===== src/rtl/btb_pkg.sv =====
// Shared types and constants for the two-level branch target buffer.
// Used by btb_cfg, the top level and the testbench; depends on nothing else.

package btb_pkg;

	// Fixed field widths
	localparam int PC_W  = 32;
	localparam int TAG_W = 30;
	localparam int CNT_W = 32;

	// Stream payload widths (whole bytes)
	localparam int IN_DATA_W  = 104;
	localparam int OUT_DATA_W = 104;

	// Config port widths
	localparam int CFG_IDX_W  = 3;
	localparam int CFG_DATA_W = 5;

	// Parameter defaults for the top level
	localparam int MAX_LINES_DEF   = 32;
	localparam int MAX_HISTORY_DEF = 8;

	// Largest line count exponent and reset values of the registers
	localparam logic [2:0] ENTRIES_LOG2_LIMIT = 3'd5;
	localparam logic [2:0] RST_ENTRIES_LOG2   = 3'd5;
	localparam logic [3:0] RST_HISTORY_BITS   = 4'd2;
	localparam logic [4:0] RST_TAG_BITS       = 5'd0;
	localparam logic [4:0] TAG_BITS_LIMIT     = 5'd30;

	// PC bit where the gshare variant takes its XOR bits
	localparam int SHARE_HI_LSB = 16;
	localparam int SHARE_LO_LSB = 2;

	// Two-bit saturating counter states
	localparam logic [1:0] CTR_SNT = 2'd0;
	localparam logic [1:0] CTR_WNT = 2'd1;
	localparam logic [1:0] CTR_WT  = 2'd2;
	localparam logic [1:0] CTR_ST  = 2'd3;

	// Request kinds
	typedef enum logic {
		CMD_PREDICT = 1'b0,
		CMD_UPDATE  = 1'b1
	} cmd_t;

	// Shared table index modes
	typedef enum logic [1:0] {
		SHARE_HIST = 2'd0,
		SHARE_PC2  = 2'd1,
		SHARE_PC16 = 2'd2
	} share_mode_t;

	// Register indexes of the config port
	typedef enum logic [CFG_IDX_W-1:0] {
		CFG_ENTRIES_LOG2   = 3'd0,
		CFG_HISTORY_BITS   = 3'd1,
		CFG_TAG_BITS       = 3'd2,
		CFG_FSM_INIT       = 3'd3,
		CFG_GLOBAL_HISTORY = 3'd4,
		CFG_GLOBAL_TABLE   = 3'd5,
		CFG_SHARE_MODE     = 3'd6
	} cfg_index_t;

	// Clamped register contents
	typedef struct packed {
		logic [2:0]  entries_log2;
		logic [3:0]  history_bits;
		logic [4:0]  tag_bits;
		logic [1:0]  fsm_init;
		logic        global_history;
		logic        global_table;
		share_mode_t share_mode;
	} cfg_t;

endpackage


===== src/rtl/btb_cfg.sv =====
// Config register file of the branch target buffer: clamps written values
// and flags the table rebuild that every legal write causes. Uses btb_pkg.

module btb_cfg #(
	parameter int MAX_LINES   = btb_pkg::MAX_LINES_DEF,
	parameter int MAX_HISTORY = btb_pkg::MAX_HISTORY_DEF
) (
	input  logic                          clk,
	input  logic                          arst_n,
	input  logic                          wr_en,
	input  logic [btb_pkg::CFG_IDX_W-1:0] wr_index,
	input  logic [btb_pkg::CFG_DATA_W-1:0] wr_data,
	output btb_pkg::cfg_t                 cfg,
	output logic                          clear
);

	// Largest exponent with 2^n lines still inside MAX_LINES
	localparam int EL2_MAX = $clog2(MAX_LINES + 1) - 1;
	localparam logic [2:0] EL2_CAP = (EL2_MAX < 5) ? 3'(EL2_MAX) : 3'd5;
	localparam logic [3:0] HIST_CAP = 4'(MAX_HISTORY);
	localparam logic [2:0] EL2_RST =
		(btb_pkg::RST_ENTRIES_LOG2 > EL2_CAP) ? EL2_CAP : btb_pkg::RST_ENTRIES_LOG2;
	localparam logic [3:0] HIST_RST =
		(btb_pkg::RST_HISTORY_BITS > HIST_CAP) ? HIST_CAP : btb_pkg::RST_HISTORY_BITS;

	btb_pkg::cfg_t cfg_q;
	btb_pkg::cfg_t cfg_next;
	logic          legal;
	logic [2:0]    el2_v;
	logic [3:0]    hist_v;

	// Clamp the written value into the selected register
	always_comb begin
		cfg_next = cfg_q;
		legal    = 1'b1;
		el2_v    = wr_data[2:0];
		hist_v   = wr_data[3:0];
		if (el2_v > EL2_CAP) begin
			el2_v = EL2_CAP;
		end
		if (hist_v == 4'd0) begin
			hist_v = 4'd1;
		end else if (hist_v > HIST_CAP) begin
			hist_v = HIST_CAP;
		end
		unique case (btb_pkg::cfg_index_t'(wr_index))
			btb_pkg::CFG_ENTRIES_LOG2:   cfg_next.entries_log2 = el2_v;
			btb_pkg::CFG_HISTORY_BITS:   cfg_next.history_bits = hist_v;
			btb_pkg::CFG_TAG_BITS:       cfg_next.tag_bits = wr_data;
			btb_pkg::CFG_FSM_INIT:       cfg_next.fsm_init = wr_data[1:0];
			btb_pkg::CFG_GLOBAL_HISTORY: cfg_next.global_history = wr_data[0];
			btb_pkg::CFG_GLOBAL_TABLE:   cfg_next.global_table = wr_data[0];
			btb_pkg::CFG_SHARE_MODE: begin
				if (wr_data[1:0] == 2'd3) begin
					cfg_next.share_mode = btb_pkg::SHARE_PC16;
				end else begin
					cfg_next.share_mode = btb_pkg::share_mode_t'(wr_data[1:0]);
				end
			end
			default: legal = 1'b0;
		endcase
	end

	// Register file
	always_ff @(posedge clk or negedge arst_n) begin
		if (!arst_n) begin
			cfg_q.entries_log2   <= EL2_RST;
			cfg_q.history_bits   <= HIST_RST;
			cfg_q.tag_bits       <= btb_pkg::RST_TAG_BITS;
			cfg_q.fsm_init       <= btb_pkg::CTR_WNT;
			cfg_q.global_history <= 1'b0;
			cfg_q.global_table   <= 1'b0;
			cfg_q.share_mode     <= btb_pkg::SHARE_HIST;
		end else if (wr_en && legal) begin
			cfg_q <= cfg_next;
		end
	end

	assign cfg   = cfg_q;
	assign clear = wr_en && legal;

endmodule


===== config.mk =====
export PLATFORM = sky130hd
export DESIGN_NAME = btb_cfg
export DESIGN_NICKNAME = d
export VERILOG_FILES = /design/src/rtl/btb_pkg.sv /design/src/rtl/btb_cfg.sv
export SDC_FILE = /design/constraint.sdc
export NUM_CORES = 1
export LEC_CHECK = 0
export BUFFER_PORTS_ARGS = -buffer_cell sky130_fd_sc_hd__buf_2
export CORE_ASPECT_RATIO = 1.2
export CORE_UTILIZATION = 42
export DETAILED_ROUTE_END_ITERATION = 7
export GPL_TIMING_DRIVEN = 0
export HOLD_SLACK_MARGIN = 0.02
export PLACE_DENSITY_LB_ADDON = 0.08
export SLEW_MARGIN = 20
export SYNTH_ARGS = -nofsm -noshare
export SYNTH_HDL_FRONTEND = slang
export SYNTH_SLANG_ARGS = --single-unit

===== constraint.sdc =====
create_clock -name clk -period 0.8 [get_ports clk]
set_input_delay 0.24 -clock clk [delete_from_list [all_inputs] [get_ports clk]]
set_output_delay 0.24 -clock clk [all_outputs]
set_load 0.03 [all_outputs]

==> reports/metrics.csv <==
stage;metric;value;unit
run_status;outcome;finished, violations left;
run_status;failing checks;negative setup slack;
routing;DR vias;675;
worst_setup_path;Worst Reg-to-Reg Cells;2;
routing;wire per inst;15.2;um
routing;Pre-antenna DRT Iters;3;
sta;Final Hold Fails;0;
layout;FILL cells;97;
synth;Post-synth top cells;dfrtp_1 (14), mux2_2 (12), nand2_1 (5);
power_and_ir_drop;leakage power;0.654;nW
clock_network;CTS Sinks;18;
worst_setup_path;Crit Path Max Fanout;2;
floorplanning;num ports;30;
global_route;Congestion Overflow GR;0;
layout;layout cell share with drive strength beyond 1;70.6;%
placement;I/O Buffers;29;
global_route;global-route wire length before repair;3060;um
synth;Mapped Nets;71;
floorplanning;Die X;41.7;um
sta;Max Slew Vio Count;0;
floorplanning;DIE HEIGHT;49.6;um
layout;area growth from synthesis to layout;75.7;%
worst_setup_path;R2R Path Start;cfg[6];
placement;Final GP Congestion;0.742;
synth;register area share after synthesis;57.4;%
clock_network;cts bufs inserted;3;
routing;DRC;0;
worst_setup_path;type of origin of the critical path;flip-flop;
sta;FMAX;0.811;GHz
power_and_ir_drop;worst vdd ir;1.59;mV
power_and_ir_drop;Pwr per Cell Area;2310;nW/um2
synth;Mapped Cells;60;
power_and_ir_drop;Cell Int Power;2.15;mW
worst_setup_path;critical path depth in cells;1;
synth;Synth Area per Inst;13.2;um2
sta;final hold slack;0.169;ns
worst_setup_path;reg-to-reg endpoint;cfg[6];
floorplanning;num rows;16;
sta;Final Worst Setup Slack;-0.433;ns
power_and_ir_drop;sequential cell fraction of total power;39.4;%
hold_path;Hold Startpoint;wr_data[4];
sta;crit share post-route;154;%
power_and_ir_drop;total power;3.22;mW
sta;Final Setup Violations;29;
synth;Async SR Flop Fraction;100;%
layout;Largest register FFs;18;
synth;Synth area leaders;dfrtp_1 (44%), mux2_2 (17%), dfstp_2 (13%);
sta;setup TNS;-6.46;ns
clock_network;Max H-tree Level;1;
worst_setup_path;critical path class;reg2out;
sta;Rel. slew slack;72.0;%
routing;remaining antenna violation count;0;
synth;post-synth top area cell;dfrtp_1;
power_and_ir_drop;Clk pwr share;17.5;%
clock_network;CTS Root Cell;clkbuf_4;
synth;Synth warnings;0;
routing;final WL;1930;um
layout;# nets final;121;
clock_network;CTS tree;built;
sta;Clock Skews;0;ns
sta;min Tclk post-route;1.23;ns
clock_network;Clock Pin Slew Worst Setup and Hold Paths;0.11;ns
placement;Final HPWL DP;1010;um
synth;number of distinct library cells after synthesis;18;
worst_setup_path;Top delay family on crit path;flip-flops;
synth;Mapped Area;793;um2
floorplanning;area of the core;1700;um2
worst_setup_path;CP endpoint kind;output port;
worst_setup_path;Arrival @ worst endpoint;0.99;ns
floorplanning;Initial Utilization;46.6;%
power_and_ir_drop;Gate power share;43.1;%
worst_setup_path;Required @ worst endpoint;0.56;ns
power_and_ir_drop;Psw;1.07;mW
global_route;initial antenna violation count;0;
global_route;Total GRT Usage;19.5;%
floorplanning;die area;2070;um2
worst_setup_path;Worst path slowest cell;dfstp_2;
routing;First DRT Iteration DRCs;2;
power_and_ir_drop;Switching Fraction;33.3;%
layout;Antenna Cells;0;
worst_setup_path;internal reg-to-reg setup slack;-0.10;ns
clock_network;buffer depth of the longest clock path;2;
global_route;vias in the first global route;658;
worst_setup_path;cell breakdown of the critical path;buf_6;
sta;RSZ-0062 raised after global routing;yes;
routing;Via density;5.31;
sta;Least-Margin Pin Slew;0.420;ns
synth;top-count cell post-synth;dfrtp_1;
synth;Top FF cell, synth;dfrtp_1;
synth;Yosys reg bits;18;
clock_network;worst-skew pair later-pin latency;0.29;ns
worst_setup_path;CP bufs+invs;1;
global_route;largest net degree at the start of global routing;19;
worst_setup_path;CP peak stage delay;0.57;ns
hold_path;hold depth;2;
hold_path;hold worst-path end;cfg[10];
synth;Post-synth EDFFs;0;
hold_path;Hold Path Class;in2reg;
job;max_cap viols;0;
synth;Yosys top cell area share;44.2;%
cells in the final DEF (no fill, tap or decap):
cell type / synthesis / layout
a21oi_1: 2 / 2
a31oi_4: 0 / 1
buf_12: 0 / 2
buf_2: 1 / 6
buf_4: 0 / 11
buf_6: 0 / 24
buf_8: 0 / 2
clkbuf_4: 0 / 3
clkbuf_8: 0 / 1
dfrtp_1: 14 / 10
dfrtp_2: 0 / 4
dfstp_2: 4 / 4
dlygate4sd3_1: 0 / 1
inv_1: 1 / 1
inv_4: 0 / 1
mux2_2: 12 / 1
mux2_4: 0 / 11
nand2_1: 5 / 4
nand2_2: 0 / 1
nand2b_1: 3 / 3
nand3b_1: 1 / 1
nand4b_1: 3 / 3
nand4bb_1: 1 / 1
nor2_1: 3 / 2
nor2_2: 0 / 1
nor3_4: 0 / 1
nor4b_4: 2 / 2
o21ai_1: 0 / 3
o21ai_2: 0 / 1
o31ai_1: 1 / 1
area by class of cell:
type	instances	area [um2]	share of cell area, %
clock buffers	4	36.3	2.60
plain buffers	1	7.51	0.539
inverters	2	10.0	0.718
repair buffers	45	455	32.7
flip-flops and latches	18	460	33.0
multi-input cells	39	402	28.8
well taps	18	22.5	1.62
worst max path at each step:
| stage | from | to | slack [ns] |
|---|---|---|---|
| floorplan | wr_index[0] | cfg[10] | -0.30 |
| finish | cfg[15] | cfg[15] | -0.43 |
| global placement | wr_index[0] | cfg[7] | -0.60 |
| CTS | cfg[15] | cfg[15] | -0.43 |
| detailed placement | wr_index[0] | cfg[7] | -0.62 |
| global route | cfg[4] | cfg[4] | -0.46 |
kinds of logic (layout without fill, tap and decap cells):
| group | count (synthesis) | in the layout | synth area share (%) |
|---|---|---|---|
| buffers and inverters | 3 | 52 | 1.58 |
| AO/OA/AOI/OAI | 8 | 8 | 5.52 |
| flip-flops | 18 | 18 | 57.4 |
| multiplexers | 12 | 12 | 17.0 |
| AND/OR/NAND/NOR | 19 | 19 | 18.5 |
metal layers:
metal / track usage, % / vias up / part of all wire (%)
met3: 4.03 / 2 / 3.9
met1: 24.9 / 335 / 45
li1: - / 317 / -
met5: 0 / - / 0
met4: 8.06 / 0 / 0.73
met2: 32.0 / 21 / 51
per-stage QoR:
| stage | worst slack, ns | instances | utilization, % | instance area (um2) |
|---|---|---|---|---|
| floorplan | -0.296 | 60 | - | 826 |
| global placement | -0.603 | 107 | 58.4 | 993 |
| detailed placement | -0.623 | 107 | 58.4 | 993 |
| CTS | -0.427 | 122 | 77.6 | 1320 |
| global route | -0.464 | 127 | 81.9 | 1390 |
| finish | -0.433 | 127 | 81.9 | 1390 |
power by group through the flow:
| stage | combinational (mW) | clock (mW) | sequential, mW |
|---|---|---|---|
| 3_3_place_gp | 0.896 | 0 | 1.22 |
| 5_1_grt | 1.45 | 0.630 | 1.29 |
| 6_report | 1.39 | 0.563 | 1.27 |
| 4_1_cts | 1.29 | 0.579 | 1.26 |
| 2_1_floorplan | 0.220 | 0 | 1.62 |
| 3_5_place_dp | 0.904 | 0 | 1.23 |
repair_timing:
item	in CTS	in global routing
endpoints found under the setup margin	29	36
resized for setup	64	13
hold endpoints to repair	14	0
buffers inserted	10	6
pin swaps	3	2
hold buffers	1	0
Note: power is estimated with default switching activity, not from simulation.
