**config.mk**
```make
export PLATFORM = sky130hd
export DESIGN_NAME = btb_ram
export DESIGN_NICKNAME = d
export VERILOG_FILES = /design/src/rtl/btb_ram.sv
export SDC_FILE = /design/constraint.sdc
export NUM_CORES = 1
export LEC_CHECK = 0
export BUFFER_PORTS_ARGS = -buffer_cell sky130_fd_sc_hd__buf_2
export CORE_MARGIN = 10
export CORE_UTILIZATION = 66
export DETAILED_ROUTE_END_ITERATION = 16
export GPL_ROUTABILITY_DRIVEN = 0
export HOLD_SLACK_MARGIN = 0.03
export MAX_ROUTING_LAYER = met4
export PLACE_DENSITY = 0.82
export SYNTH_ARGS = -nofsm -noshare
export SYNTH_HDL_FRONTEND = slang
export SYNTH_SLANG_ARGS = --single-unit
export TNS_END_PERCENT = 1
```
**constraint.sdc**
```tcl
create_clock -name clk -period 3.45 [get_ports clk]
set_input_delay 0.1725 -clock clk [delete_from_list [all_inputs] [get_ports clk]]
set_output_delay 0.1725 -clock clk [all_outputs]
set_load 0.1 [all_outputs]
```
**src/rtl/btb_ram.sv**
```systemverilog
// Single-port-write, single-port-read synchronous RAM with registered read
// data. Used for line records and counter rows.

module btb_ram #(
	parameter int WIDTH = 8,
	parameter int DEPTH = 32,
	parameter int AW    = 5
) (
	input  logic             clk,
	input  logic             rd_en,
	input  logic [AW-1:0]    rd_addr,
	output logic [WIDTH-1:0] rd_data,
	input  logic             wr_en,
	input  logic [AW-1:0]    wr_addr,
	input  logic [WIDTH-1:0] wr_data
);

	logic [WIDTH-1:0] mem_q [DEPTH];
	logic [WIDTH-1:0] rd_data_q;

	// Write port
	always_ff @(posedge clk) begin
		if (wr_en) begin
			mem_q[wr_addr] <= wr_data;
		end
	end

	// Read port; data holds while no read is issued
	always_ff @(posedge clk) begin
		if (rd_en) begin
			rd_data_q <= mem_q[rd_addr];
		end
	end

	assign rd_data = rd_data_q;

endmodule

```
==> results of run 1 <==
power groups by stage:
stage / sequential [mW] / combinational, mW / clock (mW)
2_1_floorplan: 3.72 / 0.190 / 0
3_3_place_gp: 3.66 / 0.380 / 0
3_5_place_dp: 3.66 / 0.388 / 0
4_1_cts: 3.60 / 0.395 / 2.53
5_1_grt: 3.60 / 0.415 / 2.65
6_report: 3.60 / 0.394 / 2.50
synthesized netlist by cell type, types with 2 or more instances:
| master | n |
|---|---|
| nor2_1 | 33 |
| clkbuf_1 | 6 |
| or3b_2 | 3 |
| nand3_1 | 2 |
| buf_1 | 6 |
| edfxtp_1 | 264 |
| mux2_2 | 8 |
| mux4_2 | 80 |
| buf_4 | 6 |
| nand3b_1 | 5 |
cell type report:
class / instances / area (um^2) / area share (%)
Tap cell: 188 / 235.2 / 2.098
Sequential cell: 264 / 7928 / 70.72
Clock inverter: 14 / 88.84 / 0.7925
Antenna cell: 1 / 2.502 / 0.02232
Timing Repair Buffer: 33 / 207.7 / 1.853
Multi-Input combinational cell: 133 / 2100 / 18.73
Clock buffer: 31 / 648.1 / 5.782
per-stage QoR:
| stage | util (%) | hold WS (ns) |
|---|---|---|
| floorplan | - | 0.2714 |
| global placement | 69.06 | 0.5477 |
| detailed placement | 69.06 | 0.5452 |
| CTS | 73.99 | 0.1482 |
| global route | 74.01 | 0.1774 |
| finish | 74.01 | 0.1677 |
logic make-up (layout without fill, tap and decap cells):
| logic type | after synthesis | after routing | synth area share [%] |
|---|---|---|---|
| and+or+nand+nor | 45 | 45 | 2.050 |
| DFF | 264 | 264 | 78.23 |
| buffers and inverters | 20 | 78 | 1.049 |
| other | 0 | 1 | 0 |
| muxes | 88 | 88 | 18.67 |
worst max-delay path: cells and delay by family:
family / cells / cell delay (ns)
buf+inv: 2 / 0.67
mux: 3 / 1.41
state kept, by name, summed over array words and instances, names as in the netlist:
signal	cells
rd_data	8
mem_q	256
what timing repair did:
item	in CTS	in global routing
setup buffers	0	0
endpoints found under the hold margin	8	0
hold buffers	1	0
per-layer routing:
layer | up-vias | GRT usage, % | wire length, um
met2 | 277 | 30.56 | 9601
met4 | 0 | 4.352 | 376
met3 | 32 | 4.587 | 1970
li1 | 1862 | - | -
met5 | - | - | 0
met1 | 2419 | 31.29 | 8441
how the worst min path moves through the flow:
stage | startpoint | cells past startpoint | end | slack, ns
after floorplan | wr_data[0] | 0 | mem_q[0][0] | 0.27
after global placement | rd_en | 1 | rd_data[7] | 0.55
after detailed placement | rd_en | 1 | rd_data[7] | 0.55
after CTS | rd_addr[3] | 2 | rd_data[6] | 0.15
after global routing | rd_addr[3] | 2 | rd_data[5] | 0.18
final | rd_addr[3] | 2 | rd_data[6] | 0.17
==> impl_summary.log, run 1 <==
INFO  metric postLayoutCellArea = between 10000 and 15000 um^2
INFO  metric cp.required = 3.72 ns
INFO  metric drc = 0
INFO  metric max_cap_viol_count = 0
INFO  metric clock.fmax = 0.5012 GHz
INFO  metric grt_first_pass_wirelength = 31.14 mm
INFO  metric grt_max_degree = 65
INFO  metric netSwitchingPower = ~1.4 mW
INFO  metric status = completed
INFO  metric placementRows = 45
INFO  metric number_of_enable_flip_flop_cells_after_synthesis = 264
INFO  metric r2r-start = mem_q[23][1]
INFO  metric drt_iter0_drc = approximately 600
INFO  metric critical_path_peak_fanout = 16
INFO  metric fillerInstances = 790
INFO  metric ctsLongestPathBuffers = 3
INFO  metric post_synth_inst_count = roughly 420
INFO  metric relSlewSlack = around 37%
INFO  metric setup_viol = 0
INFO  metric crit_path_max_incr_delay = 0.60 ns
INFO  metric worst_hold_path_type = in -> reg
INFO  metric placed_cell_area = 10460 um^2
INFO  metric timing.clock.skew = ~0.015 ns
INFO  metric ant_nets = 0
INFO  metric track_usage = 21.23%
INFO  metric route.vias.total = 4590
INFO  metric nets = between 400 and 500
INFO  metric timing.reg2reg.worst_path_depth = 3
INFO  metric synth.net_count = 438
INFO  metric initial_utilization = 66.91%
INFO  metric main_flop_type_after_synthesis = edfxtp_1
INFO  metric reg2reg_slack = 1.46 ns
INFO  metric period_needed = 1.995 ns
INFO  metric timing.critical_path.to = rd_data[1]
INFO  metric ys_top_cells_by_area = edfxtp_1 78%, mux4_2 18%, nor2_1 1.2%
INFO  metric floorplan.io_pins = 29
INFO  metric synth_seq_cells = 264
INFO  metric cp-startpoint = rd_addr[0]
INFO  metric post_synthesis_instance_area = 10130 um^2
INFO  metric postSynthAreaPerCell = 24.30 um^2
INFO  metric combPwrFrac = under 10%
INFO  metric critical_path_arrival = 2.27 ns
INFO  metric power_per_cell_area = 579.2 nW/um^2
INFO  metric netlist.area_leader.share = 78.23%
INFO  metric detailedPlace.worstSlack = 0.9582 ns
INFO  metric number_of_warnings_printed_during_yosys_synthesis = 0
INFO  metric mostFrequentLayoutCells = 264 x edfxtp_1, 80 x mux4_2, 33 x nor2_1, 27 x buf_2, 25 x clkbuf_16
INFO  metric post_cts_resize_count = 0
INFO  metric io_buffers = 28
INFO  metric vias_in_the_first_global_route = roughly 4700
INFO  metric globalRoute.totalOverflow = 0
INFO  metric die_width = 143.9 um
INFO  metric flow.area_growth_from_synthesis = 10.62%
INFO  metric cts_tree = built
INFO  metric irDropWorstVdd = 537.4 uV
INFO  metric slew_viol_final = 0
INFO  metric share_clk_of_total_power = 38.5%
INFO  metric wire_per_inst = between 30 and 40 um
INFO  metric design.die.area = 20710 um^2
INFO  metric worst_setup_path_start_kind = input port
INFO  metric clk_pin_slew = ~0.060 ns
INFO  metric hpwl = 12.13 mm
INFO  metric p_total = 6.492 mW
INFO  metric yosysSeqAreaShare = 78.23%
INFO  metric wire_length_after_detailed_routing = 20.39 mm
INFO  metric drt_pass1_iterations = 4
INFO  metric final_layout_size_suffix_gt1_share = approximately a third
INFO  metric synth_top_cell_by_area = edfxtp_1
INFO  metric clock_sinks = 264
INFO  metric final_critical_path_setup_slack = approximately 1.5 ns
INFO  metric cpMaxStageDelayCell = mux4_2
INFO  metric post_drt_via_cell_ratio = 6.913
INFO  metric worstReg2RegEnd = rd_data[1]
INFO  metric crit_path_cell_trace = buf_4, buf_4, mux4_2, mux4_2, mux2_2
INFO  metric p_int = 5.125 mW
INFO  metric stdcell_count = 664
INFO  metric ys_types = 14
INFO  metric leading_cell_type_in_the_layout_fill_and_taps_excluded = edfxtp_1
INFO  metric share_of_the_clock_period_used_by_the_worst_path_after_layout = 57.84%
INFO  metric timing.critical_path.to_type = register
INFO  metric tritoncts.num_buffers = 25
INFO  metric grt_setup_unrepaired = no
INFO  metric netSwitchingFraction = 21.06%
INFO  metric timing_worst_setup_path_type = in -> reg
INFO  metric max_slew.worst_pin.slew = 0.9462 ns
INFO  metric placed_cells = 617
INFO  metric grt_antenna_before_repair = 1
INFO  metric chipHeight = 143.9 um
INFO  metric fin_tns_setup = 0 ns
INFO  metric clock_insertion_delay_worst_skew = 0.52 ns
INFO  metric pwr-share-seq = 55.4%
INFO  metric final-hold-violation-count = 0
INFO  metric fp.coreArea = roughly 15000 um^2
INFO  metric ctsRootBufferMaster = clkbuf_16
INFO  metric async_flop_share = 0%
INFO  metric p_leak = roughly 3.5 nW
INFO  metric clock_tree.htree_level_count = 1
Note: power is estimated with default switching activity, not from simulation.
==> run 2: changes to the inputs <==
Settings changed: ABC_AREA set to 1, CORE_UTILIZATION 66 to 56, PLACE_DENSITY 0.82 to 0.74.
Clock period 3.45 ns to 1.8 ns, I/O delays scaled along.
==> run 2 against run 1 <==
Compared with the run above:
- clock power is 98% higher
- critical path depth is 4 lower
- critical path type is now reg -> out
- sequential share of layout area is 5.3 points lower
- sequential cell count stayed put
- die area is 23% higher
- utilization is 9.9 points lower
- area after synthesis is 7.2% higher
- critical endpoint is now rd_data[2]
==> impl_summary.log, run 2 <==
INFO  metric ys_top_cells_by_area = edfxtp_1 73%, nand2_1 12%, nand3_1 9.4%
INFO  metric critical_path_arrival = 1.46 ns (-0.81 ns)
INFO  metric final_layout_size_suffix_gt1_share = 10.98% (-22 points)
INFO  metric detail_route.wirelength.met1 = 10.25 mm (+21%)
INFO  metric power_per_cell_area = 1052 nW/um^2 (+82%)
INFO  metric status = completed
INFO  metric io_buffers = 28 (unchanged)
INFO  metric vias_in_the_first_global_route = 6726 (+44%)
INFO  metric final_critical_path_setup_slack = 0.2484 ns (-1.206 ns)
INFO  metric cts_tree = built
INFO  metric main_flop_type_after_synthesis = edfxtp_1
INFO  metric synth_seq_cells = 264 (unchanged)
INFO  metric timing_worst_setup_path_type = reg -> out
INFO  metric tritoncts.num_buffers = 27 (+8.0%)
INFO  metric floorplan.io_pins = 29 (unchanged)
INFO  metric timing.critical_path.to_type = output port
INFO  metric wire_length_after_detailed_routing = 24.80 mm (+22%)
INFO  metric max_cap_viol_count = 0 (unchanged)
INFO  metric mostFrequentLayoutCells = 360 x nand2_1, 264 x edfxtp_1, 204 x nand3_1, 41 x buf_4, 32 x nor2_1
INFO  metric wl_met3 = 1.928 mm (-2.1%)
INFO  metric post_cts_buffers = 0 (unchanged)
INFO  metric number_of_warnings_printed_during_yosys_synthesis = 0 (unchanged)
INFO  metric number_of_enable_flip_flop_cells_after_synthesis = 264 (unchanged)
INFO  metric worst_hold_path_type = in -> reg
INFO  metric highest-signal-layer = met4
INFO  metric netlist.area_leader.share = 72.95% (-5.3 points)
INFO  metric design.die.area = 25380 um^2 (+23%)
INFO  metric grt_first_pass_wirelength = 38.65 mm (+24%)
INFO  metric async_flop_share = 0% (unchanged)
INFO  metric drt_pass1_iterations = 5 (+1)
INFO  metric worst-path-buf-inv = 1 (-1)
INFO  metric critical_path_peak_fanout = 1 (-15)
INFO  metric ant_nets = 0 (unchanged)
INFO  metric sequential_cell_area = 7928 um^2 (unchanged)
INFO  metric hpwl = 14.61 mm (+20%)
INFO  metric synth_top_cell_by_area = edfxtp_1
INFO  metric detailedPlace.worstSlack = 0.2199 ns (-0.7383 ns)
INFO  metric initial_utilization = 57.52% (-9.4 points)
INFO  metric period_needed = 1.552 ns
INFO  metric worst_setup_path_start_kind = register
INFO  metric die_width = 159.3 um (+11%)
INFO  metric post_synth_inst_count = 922 (+120%)
INFO  metric fin_tns_setup = 0 ns (unchanged)
INFO  metric yosys.cell_count.top_type = nand2_1
INFO  metric clock.fmax = between 0.6 and 0.7 GHz
INFO  metric fillerInstances = 1440 (+82%)
INFO  metric route.vias.total = 7020 (+53%)
INFO  metric cpMaxStageDelayCell = buf_2
INFO  metric post_drt_via_cell_ratio = 5.603 (-19%)
INFO  metric clk_pin_slew = 0.06 ns (about the same)
INFO  metric drc = 0 (unchanged)
INFO  metric grt_setup_unrepaired = no
INFO  metric grt_max_degree = 111 (+71%)
INFO  metric regMostFlops = mem_q
INFO  metric synthTopCellsByCount = 360 x nand2_1, 264 x edfxtp_1, 204 x nand3_1
INFO  metric postSynthAreaPerCell = 11.79 um^2 (-51%)
INFO  metric p_leak = 4.539 nW (+30%)
INFO  metric share_of_the_clock_period_used_by_the_worst_path_after_layout = 86.20%
INFO  metric yosysSeqAreaShare = 72.95% (-5.3 points)
INFO  metric max_slew.worst_pin.slew = 0.7138 ns (-0.2323 ns)
INFO  metric grt_antenna_before_repair = 0 (-1)
INFO  metric leading_cell_type_in_the_layout_fill_and_taps_excluded = nand2_1
INFO  metric chipHeight = 159.3 um (+11%)
INFO  metric post_synthesis_instance_area = 10870 um^2 (+7.2%)
INFO  metric crit_path_cell_trace = buf_2
INFO  metric ys_types = 11 (-3)
INFO  metric crit_path_max_incr_delay = 0.47 ns (-0.13 ns)
INFO  metric multi_input_comb_area = 2492 um^2 (+19%)
INFO  metric placed_cell_area = 11330 um^2 (+8.3%)
INFO  metric ctsLongestPathBuffers = 3 (unchanged)
INFO  metric track_usage = 19.73% (-1.5 points)
INFO  metric largest_register_ff_count = 256 (unchanged)
INFO  metric flow.area_growth_from_synthesis = 11.50%
INFO  metric clock_insertion_delay_worst_skew = 0.53 ns (about the same)
INFO  metric final-hold-violation-count = 0 (unchanged)
INFO  metric timing.clock.skew = 0.008632 ns (-0.006828 ns)
INFO  metric slew_viol_final = 0 (unchanged)
INFO  metric synth.net_count = 943 (+120%)
INFO  metric fp.coreArea = 18890 um^2 (+25%)
INFO  metric nets = 995 (+110%)
INFO  metric globalRoute.totalOverflow = 0 (unchanged)
INFO  metric drt_iter0_drc = 805 (+30%)
INFO  metric clock_tree.htree_level_count = 1 (unchanged)
INFO  metric placementRows = 50 (+11%)
INFO  metric irDropWorstVdd = 936.6 uV (+74%)
INFO  metric ctsRootBufferMaster = clkbuf_16
INFO  metric relSlewSlack = 52.41% (+16 points)
INFO  metric cp.required = 1.71 ns (-2.01 ns)
INFO  metric cpLargestDelayFamily = buffers and inverters
INFO  metric antennaDiodeCount = 0 (-1)
INFO  metric postLayoutCellArea = 12120 um^2 (+8.1%)
INFO  metric routed-wl-met2 = 12.02 mm (+25%)
INFO  metric clock_sinks = 264 (unchanged)
INFO  metric wire_per_inst = 19.80 um (-36%)
INFO  metric setup_viol = 0 (unchanged)
INFO  metric fin_hold_ws = 0.1151 ns (-0.05261 ns)
-- run 2: changes by cell type after synthesis, moves of 4 or more --
cell / change
buf_6: +23
mux2_2: -8
buf_2: +14
buf_1: -4
nand3_1: +202
nand2_1: +359
mux4_2: -80
inv_1: +8
nand3b_1: -5
-- run 2: area by class of cell --
type / instances / area share, %
sequential: 264 / 65.43
multi-input combinational: 596 / 20.57
clock buffer: 34 / 5.793
timing repair buffer: 75 / 4.647
tap: 260 / 2.685
clock inverter: 14 / 0.5576
inverter: 10 / 0.3201
-- run 2: repair_timing --
| action | in CTS | in global routing |
|---|---|---|
| hold endpoints to repair | 16 | 0 |
| endpoints found under the setup margin | 0 | 0 |
| hold buffers | 2 | 0 |
| gates resized for setup | 0 | 0 |
-- run 2: kinds of logic (layout without fill, tap and decap cells) --
family                 count (synthesis)  after routing  synth area share, %
buffers and inverters                 62            133                4.111
and+or+nand+nor                      596            596                22.94
DFF                                  264            264                72.95
-- run 2: routing by layer --
layer / vias up / GRT usage [%]
met2: 281 / 31.13
met1: 3382 / 26.59
met5: - / -
met3: 47 / 2.659
li1: 3310 / -
met4: 0 / 5.223
-- run 2: worst paths after layout --
path	depth (start not counted)	slack (ns)	endpoint	startpoint
max reg2reg	8	0.51	rd_data[0]	mem_q[13][0]
max	1	0.25	rd_data[2]	rd_data[2]
min reg2reg	8	0.82	rd_data[4]	mem_q[18][4]
min	1	0.12	mem_q[21][1]	wr_data[1]
-- run 2: where the power goes --
part	switching [mW]	leakage [nW]	internal, mW
combinational	0.680	1.78	0.221
clock	2.20	0.376	2.74
sequential	0.0335	2.39	6.86
total	2.92	4.54	9.83
-- run 2: through the flow --
stage,util (%),instances,power [mW]
6_report,64.13,1253,12.74
5_1_grt,64.13,1253,13.16
4_1_cts,64.13,1253,12.80
3_5_place_dp,59.95,1203,7.921
3_3_place_gp,59.95,1203,7.905
2_1_floorplan,-,922,7.617
